`src/i2cwm_pkg.sv`:
```
// Package for the write-only I2C master bit sequencer.
// Holds command and register codes, reset values, sequencer phases and shared structs.
// No dependencies.
package i2cwm_pkg;

   localparam int unsigned ADDR_W  = 7;
   localparam int unsigned HOLD_W  = 8;
   localparam int unsigned BYTE_W  = 8;
   localparam int unsigned FUNC_W  = 2;
   localparam int unsigned CSR_IDX_W  = 3;
   localparam int unsigned CSR_DATA_W = 8;

   // command codes
   localparam logic [FUNC_W-1:0] FUNC_START = 2'd0;
   localparam logic [FUNC_W-1:0] FUNC_DATA  = 2'd1;
   localparam logic [FUNC_W-1:0] FUNC_STOP  = 2'd2;

   // register indexes
   localparam logic [CSR_IDX_W-1:0] CSR_SLAVE_ADDRESS   = 3'd0;
   localparam logic [CSR_IDX_W-1:0] CSR_RISE_HOLD       = 3'd1;
   localparam logic [CSR_IDX_W-1:0] CSR_HALF_CLOCK_HOLD = 3'd2;
   localparam logic [CSR_IDX_W-1:0] CSR_START_STOP_HOLD = 3'd3;
   localparam logic [CSR_IDX_W-1:0] CSR_IDLE_HOLD       = 3'd4;

   // register reset values
   localparam logic [ADDR_W-1:0] SLAVE_ADDRESS_RST   = 7'd60;
   localparam logic [HOLD_W-1:0] RISE_HOLD_RST       = 8'd0;
   localparam logic [HOLD_W-1:0] HALF_CLOCK_HOLD_RST = 8'd1;
   localparam logic [HOLD_W-1:0] START_STOP_HOLD_RST = 8'd1;
   localparam logic [HOLD_W-1:0] IDLE_HOLD_RST       = 8'd3;

   typedef enum logic [2:0] {
      PH_IDLE,
      PH_START_SDA,
      PH_START_SCL,
      PH_BIT,
      PH_STOP_SDA,
      PH_STOP_SCL,
      PH_STOP_IDLE
   } phase_type;

   typedef struct packed {
      logic [HOLD_W-1:0] rise;
      logic [HOLD_W-1:0] half_clock;
      logic [HOLD_W-1:0] start_stop;
      logic [HOLD_W-1:0] idle;
   } hold_cfg_type;

   typedef struct packed {
      logic              scl;
      logic              sda;
      logic [HOLD_W-1:0] hold;
      logic              last;
   } step_type;

endpackage

```
`src/i2cwm_if.sv`:
```
// Channel interfaces for the I2C master bit sequencer: command, line change, register write.
// Depends on i2cwm_pkg.
interface i2cwm_req_if import i2cwm_pkg::*; ();
   logic              valid;
   logic              ready;
   logic [FUNC_W-1:0] func;
   logic [BYTE_W-1:0] data_byte;

   modport source (output valid, func, data_byte, input ready);
   modport sink   (input valid, func, data_byte, output ready);
endinterface

interface i2cwm_rsp_if import i2cwm_pkg::*; ();
   logic              valid;
   logic              ready;
   logic              scl_level;
   logic              sda_level;
   logic [HOLD_W-1:0] hold_units;
   logic              last_phase;

   modport source (output valid, scl_level, sda_level, hold_units, last_phase, input ready);
   modport sink   (input valid, scl_level, sda_level, hold_units, last_phase, output ready);
endinterface

interface i2cwm_csr_if import i2cwm_pkg::*; ();
   logic                  valid;
   logic                  ready;
   logic [CSR_IDX_W-1:0]  index;
   logic [CSR_DATA_W-1:0] data;

   modport source (output valid, index, data, input ready);
   modport sink   (input valid, index, data, output ready);
endinterface

```
`src/i2cwm_seq.sv`:
```
// Phase sequencer: walks one command through its line changes and decodes each change.
// Depends on i2cwm_pkg.
module i2cwm_seq
   import i2cwm_pkg::*;
(
   input  logic              clock,
   input  logic              reset,
   input  logic              load,
   input  logic [FUNC_W-1:0] load_func,
   input  logic [BYTE_W-1:0] load_byte,
   input  logic              advance,
   input  logic              clock_line,
   input  logic              data_line,
   input  hold_cfg_type      holds,
   output logic              busy,
   output step_type          step
);

   localparam logic [1:0] STEP_SDA   = 2'd0;
   localparam logic [1:0] STEP_SCL_H = 2'd1;
   localparam logic [1:0] STEP_SCL_L = 2'd2;
   localparam logic [3:0] ACK_SLOT   = 4'd8;

   phase_type         phase_ff, phase_in;
   logic [3:0]        bit_cnt_ff, bit_cnt_in;
   logic [1:0]        step_cnt_ff, step_cnt_in;
   logic [BYTE_W-1:0] byte_ff, byte_in;
   logic              bit_value;

   assign busy = (phase_ff != PH_IDLE);

   // next state
   always_comb begin
      phase_in    = phase_ff;
      bit_cnt_in  = bit_cnt_ff;
      step_cnt_in = step_cnt_ff;
      byte_in     = byte_ff;
      if (load) begin
         byte_in     = load_byte;
         bit_cnt_in  = 4'd0;
         step_cnt_in = STEP_SDA;
         case (load_func)
            FUNC_START: phase_in = PH_START_SDA;
            FUNC_DATA:  phase_in = PH_BIT;
            FUNC_STOP:  phase_in = PH_STOP_SDA;
            default:    phase_in = PH_IDLE;
         endcase
      end else if (advance) begin
         case (phase_ff)
            PH_START_SDA: phase_in = PH_START_SCL;
            PH_START_SCL: phase_in = PH_BIT;
            PH_BIT: begin
               case (step_cnt_ff)
                  STEP_SDA:   step_cnt_in = STEP_SCL_H;
                  STEP_SCL_H: step_cnt_in = STEP_SCL_L;
                  default: begin
                     step_cnt_in = STEP_SDA;
                     if (bit_cnt_ff == ACK_SLOT) begin
                        phase_in = PH_IDLE;
                     end else begin
                        bit_cnt_in = bit_cnt_ff + 4'd1;
                     end
                  end
               endcase
            end
            PH_STOP_SDA:  phase_in = PH_STOP_SCL;
            PH_STOP_SCL:  phase_in = PH_STOP_IDLE;
            default:      phase_in = PH_IDLE;
         endcase
      end
   end

   // ack slot releases SDA; data bits go MSB first
   assign bit_value = bit_cnt_ff[3] ? 1'b1 : byte_ff[3'd7 - bit_cnt_ff[2:0]];

   // outputs
   always_comb begin
      step.scl  = clock_line;
      step.sda  = data_line;
      step.hold = holds.half_clock;
      step.last = 1'b0;
      case (phase_ff)
         PH_START_SDA: begin
            step.sda  = 1'b0;
            step.hold = holds.start_stop;
         end
         PH_START_SCL: begin
            step.scl  = 1'b0;
         end
         PH_BIT: begin
            case (step_cnt_ff)
               STEP_SDA: begin
                  step.sda  = bit_value;
                  step.hold = holds.rise;
               end
               STEP_SCL_H: step.scl = 1'b1;
               default: begin
                  step.scl  = 1'b0;
                  step.last = (bit_cnt_ff == ACK_SLOT);
               end
            endcase
         end
         PH_STOP_SDA: begin
            step.sda  = 1'b0;
            step.hold = holds.rise;
         end
         PH_STOP_SCL: begin
            step.scl  = 1'b1;
            step.hold = holds.start_stop;
         end
         PH_STOP_IDLE: begin
            step.sda  = 1'b1;
            step.hold = holds.idle;
            step.last = 1'b1;
         end
         default: ;
      endcase
   end

   always_ff @(posedge clock) begin
      if (reset) begin
         phase_ff <= PH_IDLE;
      end else begin
         phase_ff <= phase_in;
      end
      bit_cnt_ff  <= bit_cnt_in;
      step_cnt_ff <= step_cnt_in;
      byte_ff     <= byte_in;
   end

endmodule

```
`src/i2c_write_master_bit_sequencer.sv`:
```
// Top level of the write-only I2C master bit sequencer.
// Depends on i2cwm_pkg, the channel interfaces and i2cwm_seq.
//
// Usage:
//   req_chan carries commands: func 0 = start and send address byte (write),
//   1 = send data_byte, 2 = stop; func 3 is taken and dropped without output.
//   rsp_chan carries one transaction per line change: SCL and SDA levels
//   (1 = released) and hold_units to keep them. last_phase marks the final
//   change of a command.
//   csr_chan writes the address and hold registers; it is always ready and
//   must only be used while no command is in flight.
//   A command yields 29 (start), 27 (data) or 3 (stop) line changes, one per
//   cycle while the receiver does not stall; the phase sequencer registers
//   the command, and its first change then enters the output register.
//   The phase sequencer sets that rate; the next command is taken in the cycle
//   its predecessor's last change enters the output register.
//   When the receiver stalls, the output register holds its transaction and
//   the sequencer pauses. Reset releases both lines, loads register defaults
//   (address 60, holds 0/1/1/3) and empties the pipeline.
module i2c_write_master_bit_sequencer
   import i2cwm_pkg::*;
(
   input  logic        clock,
   input  logic        reset,
   i2cwm_req_if.sink   req_chan,
   i2cwm_rsp_if.source rsp_chan,
   i2cwm_csr_if.sink   csr_chan
);

   logic [ADDR_W-1:0] slave_address_ff;
   hold_cfg_type      holds_ff;
   logic              clock_line_ff, data_line_ff;
   logic              rsp_valid_ff, rsp_valid_in;
   step_type          rsp_step_ff;

   logic              busy;
   step_type          step;
   logic              advance;
   logic              req_acc;
   logic              csr_acc;
   logic [BYTE_W-1:0] load_byte;

   assign advance = busy && (!rsp_valid_ff || rsp_chan.ready);
   assign req_chan.ready = !busy || (advance && step.last);
   assign req_acc = req_chan.valid && req_chan.ready;
   assign load_byte = (req_chan.func == FUNC_START) ? {slave_address_ff, 1'b0}
                                                    : req_chan.data_byte;

   assign csr_chan.ready = 1'b1;
   assign csr_acc = csr_chan.valid && csr_chan.ready;

   i2cwm_seq u_seq (
      .clock      (clock),
      .reset      (reset),
      .load       (req_acc),
      .load_func  (req_chan.func),
      .load_byte  (load_byte),
      .advance    (advance),
      .clock_line (clock_line_ff),
      .data_line  (data_line_ff),
      .holds      (holds_ff),
      .busy       (busy),
      .step       (step)
   );

   always_comb begin
      rsp_valid_in = rsp_valid_ff;
      if (advance) begin
         rsp_valid_in = 1'b1;
      end else if (rsp_chan.ready) begin
         rsp_valid_in = 1'b0;
      end
   end

   always_ff @(posedge clock) begin
      if (reset) begin
         slave_address_ff    <= SLAVE_ADDRESS_RST;
         holds_ff.rise       <= RISE_HOLD_RST;
         holds_ff.half_clock <= HALF_CLOCK_HOLD_RST;
         holds_ff.start_stop <= START_STOP_HOLD_RST;
         holds_ff.idle       <= IDLE_HOLD_RST;
         clock_line_ff       <= 1'b1;
         data_line_ff        <= 1'b1;
         rsp_valid_ff        <= 1'b0;
      end else begin
         rsp_valid_ff <= rsp_valid_in;
         if (advance) begin
            clock_line_ff <= step.scl;
            data_line_ff  <= step.sda;
         end
         if (csr_acc) begin
            case (csr_chan.index)
               CSR_SLAVE_ADDRESS:   slave_address_ff    <= csr_chan.data[ADDR_W-1:0];
               CSR_RISE_HOLD:       holds_ff.rise       <= csr_chan.data;
               CSR_HALF_CLOCK_HOLD: holds_ff.half_clock <= csr_chan.data;
               CSR_START_STOP_HOLD: holds_ff.start_stop <= csr_chan.data;
               CSR_IDLE_HOLD:       holds_ff.idle       <= csr_chan.data;
               default: ;
            endcase
         end
      end
      if (advance) begin
         rsp_step_ff <= step;
      end
   end

   assign rsp_chan.valid      = rsp_valid_ff;
   assign rsp_chan.scl_level  = rsp_step_ff.scl;
   assign rsp_chan.sda_level  = rsp_step_ff.sda;
   assign rsp_chan.hold_units = rsp_step_ff.hold;
   assign rsp_chan.last_phase = rsp_step_ff.last;

   // a new command only overlaps the final change of the previous one
   a_accept_only_at_end: assert property (@(posedge clock) disable iff (reset)
      req_acc |-> (!busy || (advance && step.last)))
      else $error("command taken while sequencer mid-command");

   // sequencer goes idle after the final change unless a command is loaded
   a_idle_after_last: assert property (@(posedge clock) disable iff (reset)
      (advance && step.last && !req_acc) |=> !busy)
      else $error("sequencer still busy after last change");

   // tracked line levels always match the last issued transaction
   a_lines_track: assert property (@(posedge clock) disable iff (reset)
      rsp_valid_ff |-> (clock_line_ff == rsp_step_ff.scl && data_line_ff == rsp_step_ff.sda))
      else $error("line state out of step with output register");

endmodule
```
`src/flat_wrapper.sv`:
```
// flat-port wrapper written by rule: the top's interface ports become plain ports
module i2c_write_master_bit_sequencer_flat import i2cwm_pkg::*;
  (clock, reset, req_chan_valid, req_chan_func, req_chan_data_byte, req_chan_ready, rsp_chan_valid, rsp_chan_scl_level, rsp_chan_sda_level, rsp_chan_hold_units, rsp_chan_last_phase, rsp_chan_ready, csr_chan_valid, csr_chan_index, csr_chan_data, csr_chan_ready);
  i2cwm_req_if req_chan_i ();
  i2cwm_rsp_if rsp_chan_i ();
  i2cwm_csr_if csr_chan_i ();
  input  logic clock;
  input  logic reset;
  input wire logic [$bits(req_chan_i.valid)-1:0] req_chan_valid;
  input wire logic [$bits(req_chan_i.func)-1:0] req_chan_func;
  input wire logic [$bits(req_chan_i.data_byte)-1:0] req_chan_data_byte;
  output wire logic [$bits(req_chan_i.ready)-1:0] req_chan_ready;
  output wire logic [$bits(rsp_chan_i.valid)-1:0] rsp_chan_valid;
  output wire logic [$bits(rsp_chan_i.scl_level)-1:0] rsp_chan_scl_level;
  output wire logic [$bits(rsp_chan_i.sda_level)-1:0] rsp_chan_sda_level;
  output wire logic [$bits(rsp_chan_i.hold_units)-1:0] rsp_chan_hold_units;
  output wire logic [$bits(rsp_chan_i.last_phase)-1:0] rsp_chan_last_phase;
  input wire logic [$bits(rsp_chan_i.ready)-1:0] rsp_chan_ready;
  input wire logic [$bits(csr_chan_i.valid)-1:0] csr_chan_valid;
  input wire logic [$bits(csr_chan_i.index)-1:0] csr_chan_index;
  input wire logic [$bits(csr_chan_i.data)-1:0] csr_chan_data;
  output wire logic [$bits(csr_chan_i.ready)-1:0] csr_chan_ready;
  assign req_chan_i.valid = req_chan_valid;
  assign req_chan_i.func = req_chan_func;
  assign req_chan_i.data_byte = req_chan_data_byte;
  assign req_chan_ready = req_chan_i.ready;
  assign rsp_chan_valid = rsp_chan_i.valid;
  assign rsp_chan_scl_level = rsp_chan_i.scl_level;
  assign rsp_chan_sda_level = rsp_chan_i.sda_level;
  assign rsp_chan_hold_units = rsp_chan_i.hold_units;
  assign rsp_chan_last_phase = rsp_chan_i.last_phase;
  assign rsp_chan_i.ready = rsp_chan_ready;
  assign csr_chan_i.valid = csr_chan_valid;
  assign csr_chan_i.index = csr_chan_index;
  assign csr_chan_i.data = csr_chan_data;
  assign csr_chan_ready = csr_chan_i.ready;
  i2c_write_master_bit_sequencer u_core (.clock(clock), .reset(reset), .req_chan(req_chan_i), .rsp_chan(rsp_chan_i), .csr_chan(csr_chan_i));
endmodule
```
`config.mk`:
```
export PLATFORM = sky130hd
export DESIGN_NAME = i2c_write_master_bit_sequencer_flat
export DESIGN_NICKNAME = d
export VERILOG_FILES = /design/src/i2cwm_pkg.sv /design/src/i2cwm_if.sv /design/src/i2cwm_seq.sv /design/src/i2c_write_master_bit_sequencer.sv /design/src/flat_wrapper.sv
export SDC_FILE = /design/constraint.sdc
export NUM_CORES = 1
export LEC_CHECK = 0
export BUFFER_PORTS_ARGS = -buffer_cell sky130_fd_sc_hd__buf_2
export CAP_MARGIN = 10
export CORE_MARGIN = 2
export CORE_UTILIZATION = 50
export DETAILED_ROUTE_END_ITERATION = 6
export GPL_TIMING_DRIVEN = 0
export HOLD_SLACK_MARGIN = 0.02
export MAX_ROUTING_LAYER = met4
export PLACE_DENSITY = 0.74
export RECOVER_POWER = 50
export SYNTH_ARGS = -nofsm -noshare
export SYNTH_HDL_FRONTEND = slang
export SYNTH_SLANG_ARGS = --single-unit
```
`constraint.sdc`:
```
create_clock -name clock -period 4.15 [get_ports clock]
set_input_delay 1.0375 -clock clock [delete_from_list [all_inputs] [get_ports clock]]
set_output_delay 1.0375 -clock clock [all_outputs]
set_load 0.05 [all_outputs]
```
==> results of run 1 <==
[Yosys cell counts, types with 4 or more instances]
master / count
sky130_fd_sc_hd__mux2i_1: 14
sky130_fd_sc_hd__dfxtp_1: 51
sky130_fd_sc_hd__nand3_1: 6
sky130_fd_sc_hd__a221o_1: 8
sky130_fd_sc_hd__a32o_1: 8
sky130_fd_sc_hd__edfxtp_1: 19
sky130_fd_sc_hd__nor2b_1: 5
sky130_fd_sc_hd__mux2_2: 7
sky130_fd_sc_hd__inv_1: 5
sky130_fd_sc_hd__nand2_1: 68
sky130_fd_sc_hd__nor2_1: 21
sky130_fd_sc_hd__a21oi_1: 31
sky130_fd_sc_hd__buf_2: 4
sky130_fd_sc_hd__nand3b_1: 10
sky130_fd_sc_hd__clkbuf_1: 11
[logic make-up (layout without fill, tap and decap cells)]
family                   after synthesis  after routing  synth area share [%]
AO/OA/AOI/OAI                         66             66                 14.90
XOR/XNOR                               4              4                 1.128
adder cells (fa/ha/maj)                2              2                0.8053
buffers and inverters                 25             79                 3.665
flip-flops                            70             70                 51.23
multiplexers                          22             22                 7.410
other                                  1              1                0.1207
AND/OR/NAND/NOR                      135            135                 20.74
[worst max path at each step]
stage | from | to | cells after the start
after detailed placement | rsp_chan_ready | req_chan_ready | 6
final | rsp_chan_ready | req_chan_ready | 6
after CTS | rsp_chan_ready | req_chan_ready | 6
after floorplan | rsp_chan_ready | req_chan_ready | 4
after global routing | rsp_chan_ready | req_chan_ready | 6
after global placement | rsp_chan_ready | req_chan_ready | 6
[through the flow]
step                hold slack, ps  utilization, %
finish                       453.1           60.29
global route                 475.0           60.29
CTS                          456.1           60.53
detailed placement           445.8           56.93
global placement             441.7           56.93
floorplan                    432.0               -
[area by class of cell]
cell class,count,area (µm²)
Sequential cell,70,1592
Clock buffer,13,191.4
Inverter,6,22.52
Tap cell,75,93.84
Buffer,19,90.09
Fill cell,545,2365
Multi-Input combinational cell,230,1401
Clock inverter,3,22.52
Timing Repair Buffer,38,177.7
[per-layer routing]
metal  share of wire [%]  global-route usage (%)  vias up
met1                  45                   28.02     1226
met5                   0                       -        -
met2                  47                   36.22       87
li1                    -                       -     1257
met4                 2.7                   9.985        0
met3                 5.3                   3.082       17
[state kept, by name, summed over array words and instances (netlist names)]
name                        count
u_core.clock_line_ff            1
u_core.data_line_ff             1
u_core.holds_ff                32
u_core.rsp_chan.hold_units      8
u_core.rsp_chan.last_phase      1
u_core.rsp_chan.scl_level       1
u_core.rsp_chan.sda_level       1
u_core.rsp_chan.valid           1
u_core.slave_address_ff         7
u_core.u_seq.bit_cnt_ff         4
u_core.u_seq.byte_ff            8
u_core.u_seq.phase_ff           3
u_core.u_seq.step_cnt_ff        2
[power by group]
group | switching, mW | internal [mW]
clock | 0.259 | 0.308
sequential | 0.0438 | 0.828
combinational | 0.469 | 0.152
[worst max-delay path: stages]
cell and delay [ps]:
sky130_fd_sc_hd__clkbuf_1 80, sky130_fd_sc_hd__nand2b_1 140, sky130_fd_sc_hd__clkbuf_1 200, sky130_fd_sc_hd__a31oi_1 390
sky130_fd_sc_hd__nand2_1 80, sky130_fd_sc_hd__buf_2 220
==> run_summary.xml, run 1 <==
<?xml version="1.0" encoding="UTF-8"?>
<metrics>
  <group name="pwr">
    <metric name="powerDensity" unit="mW/mm²">573.6</metric>
    <metric name="leakage" unit="nW">1.329</metric>
    <metric name="finalPower" unit="mW">2.060</metric>
    <metric name="worst_ir_drop_vdd" unit="V">0.0003252</metric>
  </group>
  <group name="sta">
    <metric name="setup_viol" unit="">0</metric>
    <metric name="hold_violations" unit="">0</metric>
    <metric name="finalSetupTns" unit="ps">0</metric>
    <metric name="rsz0062_at_grt" unit="">false</metric>
    <metric name="period_minus_slack" unit="ps">3187</metric>
    <metric name="tightest_slew" unit="ps">842.6</metric>
    <metric name="relSlewSlack" unit="%">43.83</metric>
    <metric name="fmax_achieved" unit="GHz">0.3138</metric>
    <metric name="fin_crit_sh" unit="%">76.79</metric>
    <metric name="timing.clock.skew" unit="ps">9.314</metric>
    <metric name="final_max_slew_viol_count" unit="">0</metric>
    <metric name="final.setup.worst_slack" unit="ps">963.4</metric>
  </group>
  <group name="route">
    <metric name="route.detailed.drc" unit="">0</metric>
    <metric name="route.detailed.vias_per_inst" unit="">5.698</metric>
    <metric name="drtIter0Drc" unit="">154</metric>
    <metric name="drtPass1Iterations" unit="">4</metric>
    <metric name="routed-via-count" unit="">2587</metric>
    <metric name="drt.antenna.violating_nets" unit="">0</metric>
    <metric name="route.detailed.wl_per_inst" unit="µm">15.67</metric>
    <metric name="postRouteWirelength" unit="µm">7114</metric>
  </group>
  <group name="min_path">
    <metric name="timing.hold.worst_path_depth" unit="">2</metric>
    <metric name="worstHoldPathType" unit="">flip-flop to flip-flop</metric>
    <metric name="hold_end" unit="">u_core.slave_address_ff[6]</metric>
    <metric name="holdCritStartpoint" unit="">u_core.slave_address_ff[6]</metric>
  </group>
  <group name="logic_synthesis">
    <metric name="synth.yosys.warnings" unit="">0</metric>
    <metric name="fraction_of_the_yosys_area_taken_by_sequential_cells" unit="%">51.23</metric>
    <metric name="synthesis.instances" unit="">325</metric>
    <metric name="synth_ff_type" unit="">sky130_fd_sc_hd__dfxtp_1</metric>
    <metric name="synthesis.area_per_instance" unit="µm²">9.559</metric>
    <metric name="netlist_area" unit="mm²">0.003107</metric>
    <metric name="netlist-cell-type-count" unit="">51</metric>
    <metric name="synth_area_leader_cell" unit="">sky130_fd_sc_hd__dfxtp_1</metric>
    <metric name="asyncSetResetFlopFracSynth" unit="%">0</metric>
    <metric name="ys_ff_latch" unit="">70</metric>
    <metric name="synth.net_count" unit="">353</metric>
    <metric name="number_of_enable_flip_flop_cells_after_synthesis" unit="">19</metric>
    <metric name="yosys-top-cells-area" unit="">sky130_fd_sc_hd__dfxtp_1, sky130_fd_sc_hd__edfxtp_1, sky130_fd_sc_hd__nand2_1, sky130_fd_sc_hd__a21oi_1, sky130_fd_sc_hd__mux2i_1</metric>
    <metric name="yosysTopAreaCellShare" unit="%">32.86</metric>
  </group>
  <group name="grt">
    <metric name="global_route.overflow_total" unit="">0</metric>
    <metric name="initial_antenna_violation_count" unit="">0</metric>
    <metric name="grt_start_max_net_pins" unit="">18</metric>
    <metric name="wire_length_of_the_first_global_routing_pass" unit="µm">12030</metric>
    <metric name="number_of_global_route_vias_before_repair" unit="">2581</metric>
    <metric name="grt.total_usage" unit="%">22.37</metric>
  </group>
  <group name="cells_and_area">
    <metric name="stdcell_count" unit="">454</metric>
    <metric name="syn2layout_area_growth" unit="%">15.59</metric>
    <metric name="mostFrequentLayoutCell" unit="">sky130_fd_sc_hd__nand2_1</metric>
    <metric name="finish.instance_area" unit="mm²">0.003591</metric>
    <metric name="layout_common_cells" unit="">sky130_fd_sc_hd__nand2_1, sky130_fd_sc_hd__dfxtp_1, sky130_fd_sc_hd__buf_2, sky130_fd_sc_hd__a21oi_1, sky130_fd_sc_hd__clkbuf_1</metric>
    <metric name="num_antenna_cells" unit="">0</metric>
    <metric name="drive_gt1_share" unit="%">15.57</metric>
    <metric name="final_net_count" unit="">402</metric>
  </group>
  <group name="worst_setup_path">
    <metric name="r2r_cells" unit="">4</metric>
    <metric name="worst_setup_path_start_kind" unit="">input pin</metric>
    <metric name="crit_path_end_kind" unit="">primary output</metric>
    <metric name="cp.arrival" unit="ps">2150</metric>
    <metric name="worst-r2r-setup-slack" unit="ps">2140</metric>
    <metric name="regToRegEndpoint" unit="">u_core.u_seq.byte_ff[1]</metric>
    <metric name="criticalPathCategory" unit="">input pin to primary output</metric>
    <metric name="required" unit="ps">3110</metric>
    <metric name="rr_startpoint" unit="">u_core.u_seq.phase_ff[1]</metric>
    <metric name="path_max_fanout" unit="">8</metric>
  </group>
  <group name="place">
    <metric name="placed_cell_area" unit="mm²">0.003391</metric>
    <metric name="place_congestion" unit="">0.9460</metric>
    <metric name="numPlacedInstances" unit="">438</metric>
    <metric name="detailedPlacementHpwl" unit="µm">4967</metric>
    <metric name="io_port_bufs" unit="">38</metric>
    <metric name="preCtsSetupSlack" unit="ps">949.4</metric>
  </group>
  <group name="status">
    <metric name="outcome" unit="">complete, no violations</metric>
  </group>
  <group name="clock_network">
    <metric name="htree_num_levels" unit="">3</metric>
    <metric name="clock_tree.buffer_depth" unit="">2</metric>
    <metric name="cts_repair_resize_count" unit="">0</metric>
    <metric name="clk_root_buffer_cell" unit="">sky130_fd_sc_hd__clkbuf_8</metric>
    <metric name="cts_made_buffers" unit="">9</metric>
    <metric name="clock_insertion_delay_worst_skew" unit="ps">340</metric>
    <metric name="ctsHoldBuffers" unit="">0</metric>
    <metric name="cts.sink_count" unit="">70</metric>
    <metric name="post_cts_repair_timing_setup_buffer_count" unit="">0</metric>
    <metric name="clk_transition_reported_paths" unit="ps">70</metric>
    <metric name="cts_tree" unit="">yes</metric>
  </group>
  <group name="job">
    <metric name="max_cap_viol_count" unit="">0</metric>
  </group>
  <group name="floorplanning">
    <metric name="floorplan.die.height" unit="µm">82.83</metric>
    <metric name="floorplan.rows" unit="">28</metric>
    <metric name="core" unit="mm²">0.005956</metric>
    <metric name="starting_utilization_of_the_core_area" unit="%">52.16</metric>
    <metric name="floorplan.die_area" unit="mm²">0.006860</metric>
    <metric name="design.portCount" unit="">40</metric>
    <metric name="die-width" unit="µm">82.83</metric>
  </group>
</metrics>
No activity file was read; power rests on OpenSTA's default activity.
==> run 2: changes to the inputs <==
--- a/config.mk
+++ b/config.mk
@@ -13,7 +13,7 @@
 export GPL_TIMING_DRIVEN = 0
 export HOLD_SLACK_MARGIN = 0.02
 export MAX_ROUTING_LAYER = met4
-export PLACE_DENSITY = 0.74
+export PLACE_DENSITY = 0.76
 export RECOVER_POWER = 50
 export SYNTH_ARGS = -nofsm -noshare
 export SYNTH_HDL_FRONTEND = slang
==> constraint.sdc (replaced) <==
create_clock -name clock -period 2.85 [get_ports clock]
set_input_delay 0.7125 -clock clock [delete_from_list [all_inputs] [get_ports clock]]
set_output_delay 0.7125 -clock clock [all_outputs]
set_load 0.05 [all_outputs]
==> run_summary.xml, run 2 (synthesized netlist as in run 1, its figures left out) <==
<?xml version="1.0" encoding="UTF-8"?>
<metrics>
  <group name="grt">
    <metric name="initial_antenna_violation_count" unit="">0</metric>
    <metric name="grt_start_max_net_pins" unit="">18</metric>
    <metric name="grt.total_usage" unit="%">21.55</metric>
    <metric name="wire_length_of_the_first_global_routing_pass" unit="µm">11580</metric>
    <metric name="global_route.overflow_total" unit="">0</metric>
    <metric name="number_of_global_route_vias_before_repair" unit="">2464</metric>
  </group>
  <group name="pwr">
    <metric name="leakage" unit="nW">1.315</metric>
    <metric name="worst_ir_drop_vdd" unit="V">0.0005412</metric>
    <metric name="clkPwrFrac" unit="%">25.2</metric>
    <metric name="design_internal_power" unit="mW">1.753</metric>
    <metric name="powerDensity" unit="mW/mm²">814.5</metric>
    <metric name="sequentialPowerShare" unit="%">43.7</metric>
    <metric name="sw_frac_of_total" unit="%">39.54</metric>
    <metric name="power_switching" unit="mW">1.146</metric>
    <metric name="power.combinational.fraction" unit="%">31.1</metric>
  </group>
  <group name="place">
    <metric name="io_port_bufs" unit="">38</metric>
    <metric name="detailedPlacementHpwl" unit="µm">4814</metric>
    <metric name="place_congestion" unit="">0.9470</metric>
  </group>
  <group name="route">
    <metric name="drt.antenna.violating_nets" unit="">0</metric>
    <metric name="route.detailed.vias_per_inst" unit="">5.584</metric>
    <metric name="route.detailed.wl_per_inst" unit="µm">15.23</metric>
    <metric name="routed-via-count" unit="">2535</metric>
    <metric name="route.detailed.drc" unit="">0</metric>
    <metric name="drtIter0Drc" unit="">146</metric>
    <metric name="postRouteWirelength" unit="µm">6913</metric>
    <metric name="drtPass1Iterations" unit="">4</metric>
  </group>
  <group name="worst_setup_path">
    <metric name="criticalPathCategory" unit="">input pin to primary output</metric>
    <metric name="cp_cell_sequence" unit="">buf_2 &gt; nand2b_1 &gt; clkbuf_1 &gt; a31oi_1 &gt; nand2_1 &gt; buf_2</metric>
    <metric name="crit_path_end_kind" unit="">primary output</metric>
    <metric name="worst_setup_path_start_kind" unit="">input pin</metric>
    <metric name="path_max_fanout" unit="">8</metric>
    <metric name="path_common_cell" unit="">sky130_fd_sc_hd__buf_2</metric>
    <metric name="critPathBufInv" unit="">3</metric>
    <metric name="cp.arrival" unit="ps">1860</metric>
    <metric name="r2r_cells" unit="">4</metric>
    <metric name="cp.depth" unit="">6</metric>
    <metric name="required" unit="ps">2140</metric>
    <metric name="max_stage_delay" unit="ps">410</metric>
    <metric name="crit_slowest_cell" unit="">sky130_fd_sc_hd__a31oi_1</metric>
    <metric name="crit_family" unit="">buffers and inverters</metric>
  </group>
  <group name="sta">
    <metric name="setup_viol" unit="">0</metric>
    <metric name="final_max_slew_viol_count" unit="">0</metric>
    <metric name="hold_ws" unit="ps">457.5</metric>
    <metric name="relSlewSlack" unit="%">42.46</metric>
    <metric name="finalSetupTns" unit="ps">0</metric>
    <metric name="timing.clock.skew" unit="ps">8.341</metric>
    <metric name="hold_violations" unit="">0</metric>
    <metric name="period_minus_slack" unit="ps">2576</metric>
    <metric name="fmax_achieved" unit="GHz">0.3883</metric>
    <metric name="tightest_slew" unit="ps">863.1</metric>
    <metric name="fin_crit_sh" unit="%">90.37</metric>
    <metric name="rsz0062_at_grt" unit="">false</metric>
  </group>
  <group name="floorplanning">
    <metric name="die-width" unit="µm">82.83</metric>
    <metric name="starting_utilization_of_the_core_area" unit="%">52.16</metric>
    <metric name="floorplan.die.height" unit="µm">82.83</metric>
    <metric name="floorplan.rows" unit="">28</metric>
    <metric name="floorplan.die_area" unit="mm²">0.006860</metric>
    <metric name="design.portCount" unit="">40</metric>
    <metric name="core" unit="mm²">0.005956</metric>
  </group>
  <group name="clock_network">
    <metric name="ctsHoldBuffers" unit="">0</metric>
    <metric name="htree_num_levels" unit="">3</metric>
    <metric name="clock_insertion_delay_worst_skew" unit="ps">350</metric>
    <metric name="cts_tree" unit="">yes</metric>
    <metric name="cts_made_buffers" unit="">9</metric>
    <metric name="cts.sink_count" unit="">70</metric>
    <metric name="clk_root_buffer_cell" unit="">sky130_fd_sc_hd__clkbuf_8</metric>
    <metric name="clock_tree.buffer_depth" unit="">2</metric>
    <metric name="post_cts_repair_timing_setup_buffer_count" unit="">0</metric>
    <metric name="clk_transition_reported_paths" unit="ps">80</metric>
    <metric name="cts_repair_resize_count" unit="">0</metric>
  </group>
  <group name="cells_and_area">
    <metric name="final_net_count" unit="">402</metric>
    <metric name="registers.top_by_ff_count" unit="">u_core.holds_ff</metric>
    <metric name="drive_gt1_share" unit="%">16.09</metric>
    <metric name="mostFrequentLayoutCell" unit="">sky130_fd_sc_hd__nand2_1</metric>
    <metric name="syn2layout_area_growth" unit="%">14.54</metric>
    <metric name="largest_reg_flops" unit="">32</metric>
    <metric name="num_antenna_cells" unit="">0</metric>
    <metric name="layout_common_cells" unit="">sky130_fd_sc_hd__nand2_1, sky130_fd_sc_hd__dfxtp_1, sky130_fd_sc_hd__buf_2, sky130_fd_sc_hd__a21oi_1</metric>
  </group>
  <group name="min_path">
    <metric name="worstHoldPathType" unit="">flip-flop to flip-flop</metric>
    <metric name="timing.hold.worst_path_depth" unit="">2</metric>
  </group>
  <group name="job">
    <metric name="max_cap_viol_count" unit="">0</metric>
  </group>
  <group name="status">
    <metric name="outcome" unit="">complete, no violations</metric>
  </group>
</metrics>
## run 2: cell count changes in the layout (fill, tap and decap cells not counted), sizes merged
cell    previous run  this run
buf               35        36
inv                7         9
clkinv             1         3
clkbuf            35        30
## run 2: cell type report
type / instances / area (µm²)
sequential: 70 / 1592
clock buffer: 9 / 123.9
clock inverter: 7 / 56.30
buffer: 19 / 90.09
inverter: 6 / 22.52
multi-input combinational: 230 / 1401
tap: 75 / 93.84
timing repair buffer: 38 / 178.9
fill: 532 / 2397
## run 2: power groups by stage
stage | registers [mW] | clock network, mW | logic (mW)
global placement | 1.28 | 0 | 0.900
CTS | 1.26 | 0.744 | 0.913
finish | 1.27 | 0.730 | 0.902
global route | 1.28 | 0.780 | 0.966
floorplan | 1.54 | 0 | 0.428
detailed placement | 1.29 | 0 | 0.914
## run 2: per-stage QoR
stage                     power [mW]  worst slack, ps  cells  instance area [µm²]  utilization (%)
after floorplan                1.967            442.6    325                 3107                -
final                          2.898            274.4    454                 3558            59.75
after detailed placement       2.200            288.8    438                 3391            56.93
after CTS                      2.921            274.9    454                 3571            59.96
after global routing           3.030            132.9    454                 3558            59.75
after global placement         2.182            305.7    438                 3391            56.93
## run 2: worst register-to-register path, stage by stage, from the launching register on
cell	delay, ps
sky130_fd_sc_hd__dfxtp_1	330
sky130_fd_sc_hd__clkbuf_1	330
sky130_fd_sc_hd__nor2b_1	280
sky130_fd_sc_hd__nand4_1	200
sky130_fd_sc_hd__a21boi_4	510
## run 2: final timing paths
path / startpoint / end / slack [ps]
worst min register to register: u_core.slave_address_ff[1] / u_core.slave_address_ff[1] / 460
worst max-delay path: rsp_chan_ready / req_chan_ready / 270
worst max register to register: u_core.u_seq.phase_ff[1] / u_core.u_seq.byte_ff[6] / 840
worst min-delay path: u_core.slave_address_ff[1] / u_core.slave_address_ff[1] / 460
## run 2: metal layers
layer  vias up  GRT usage [%]  share of wire (%)
met1      1190          27.64                 45
met5         -              -                  0
met2        77          32.62                 47
met4         0          9.836                2.1
met3        10          4.871                6.3
li1       1258              -                  -
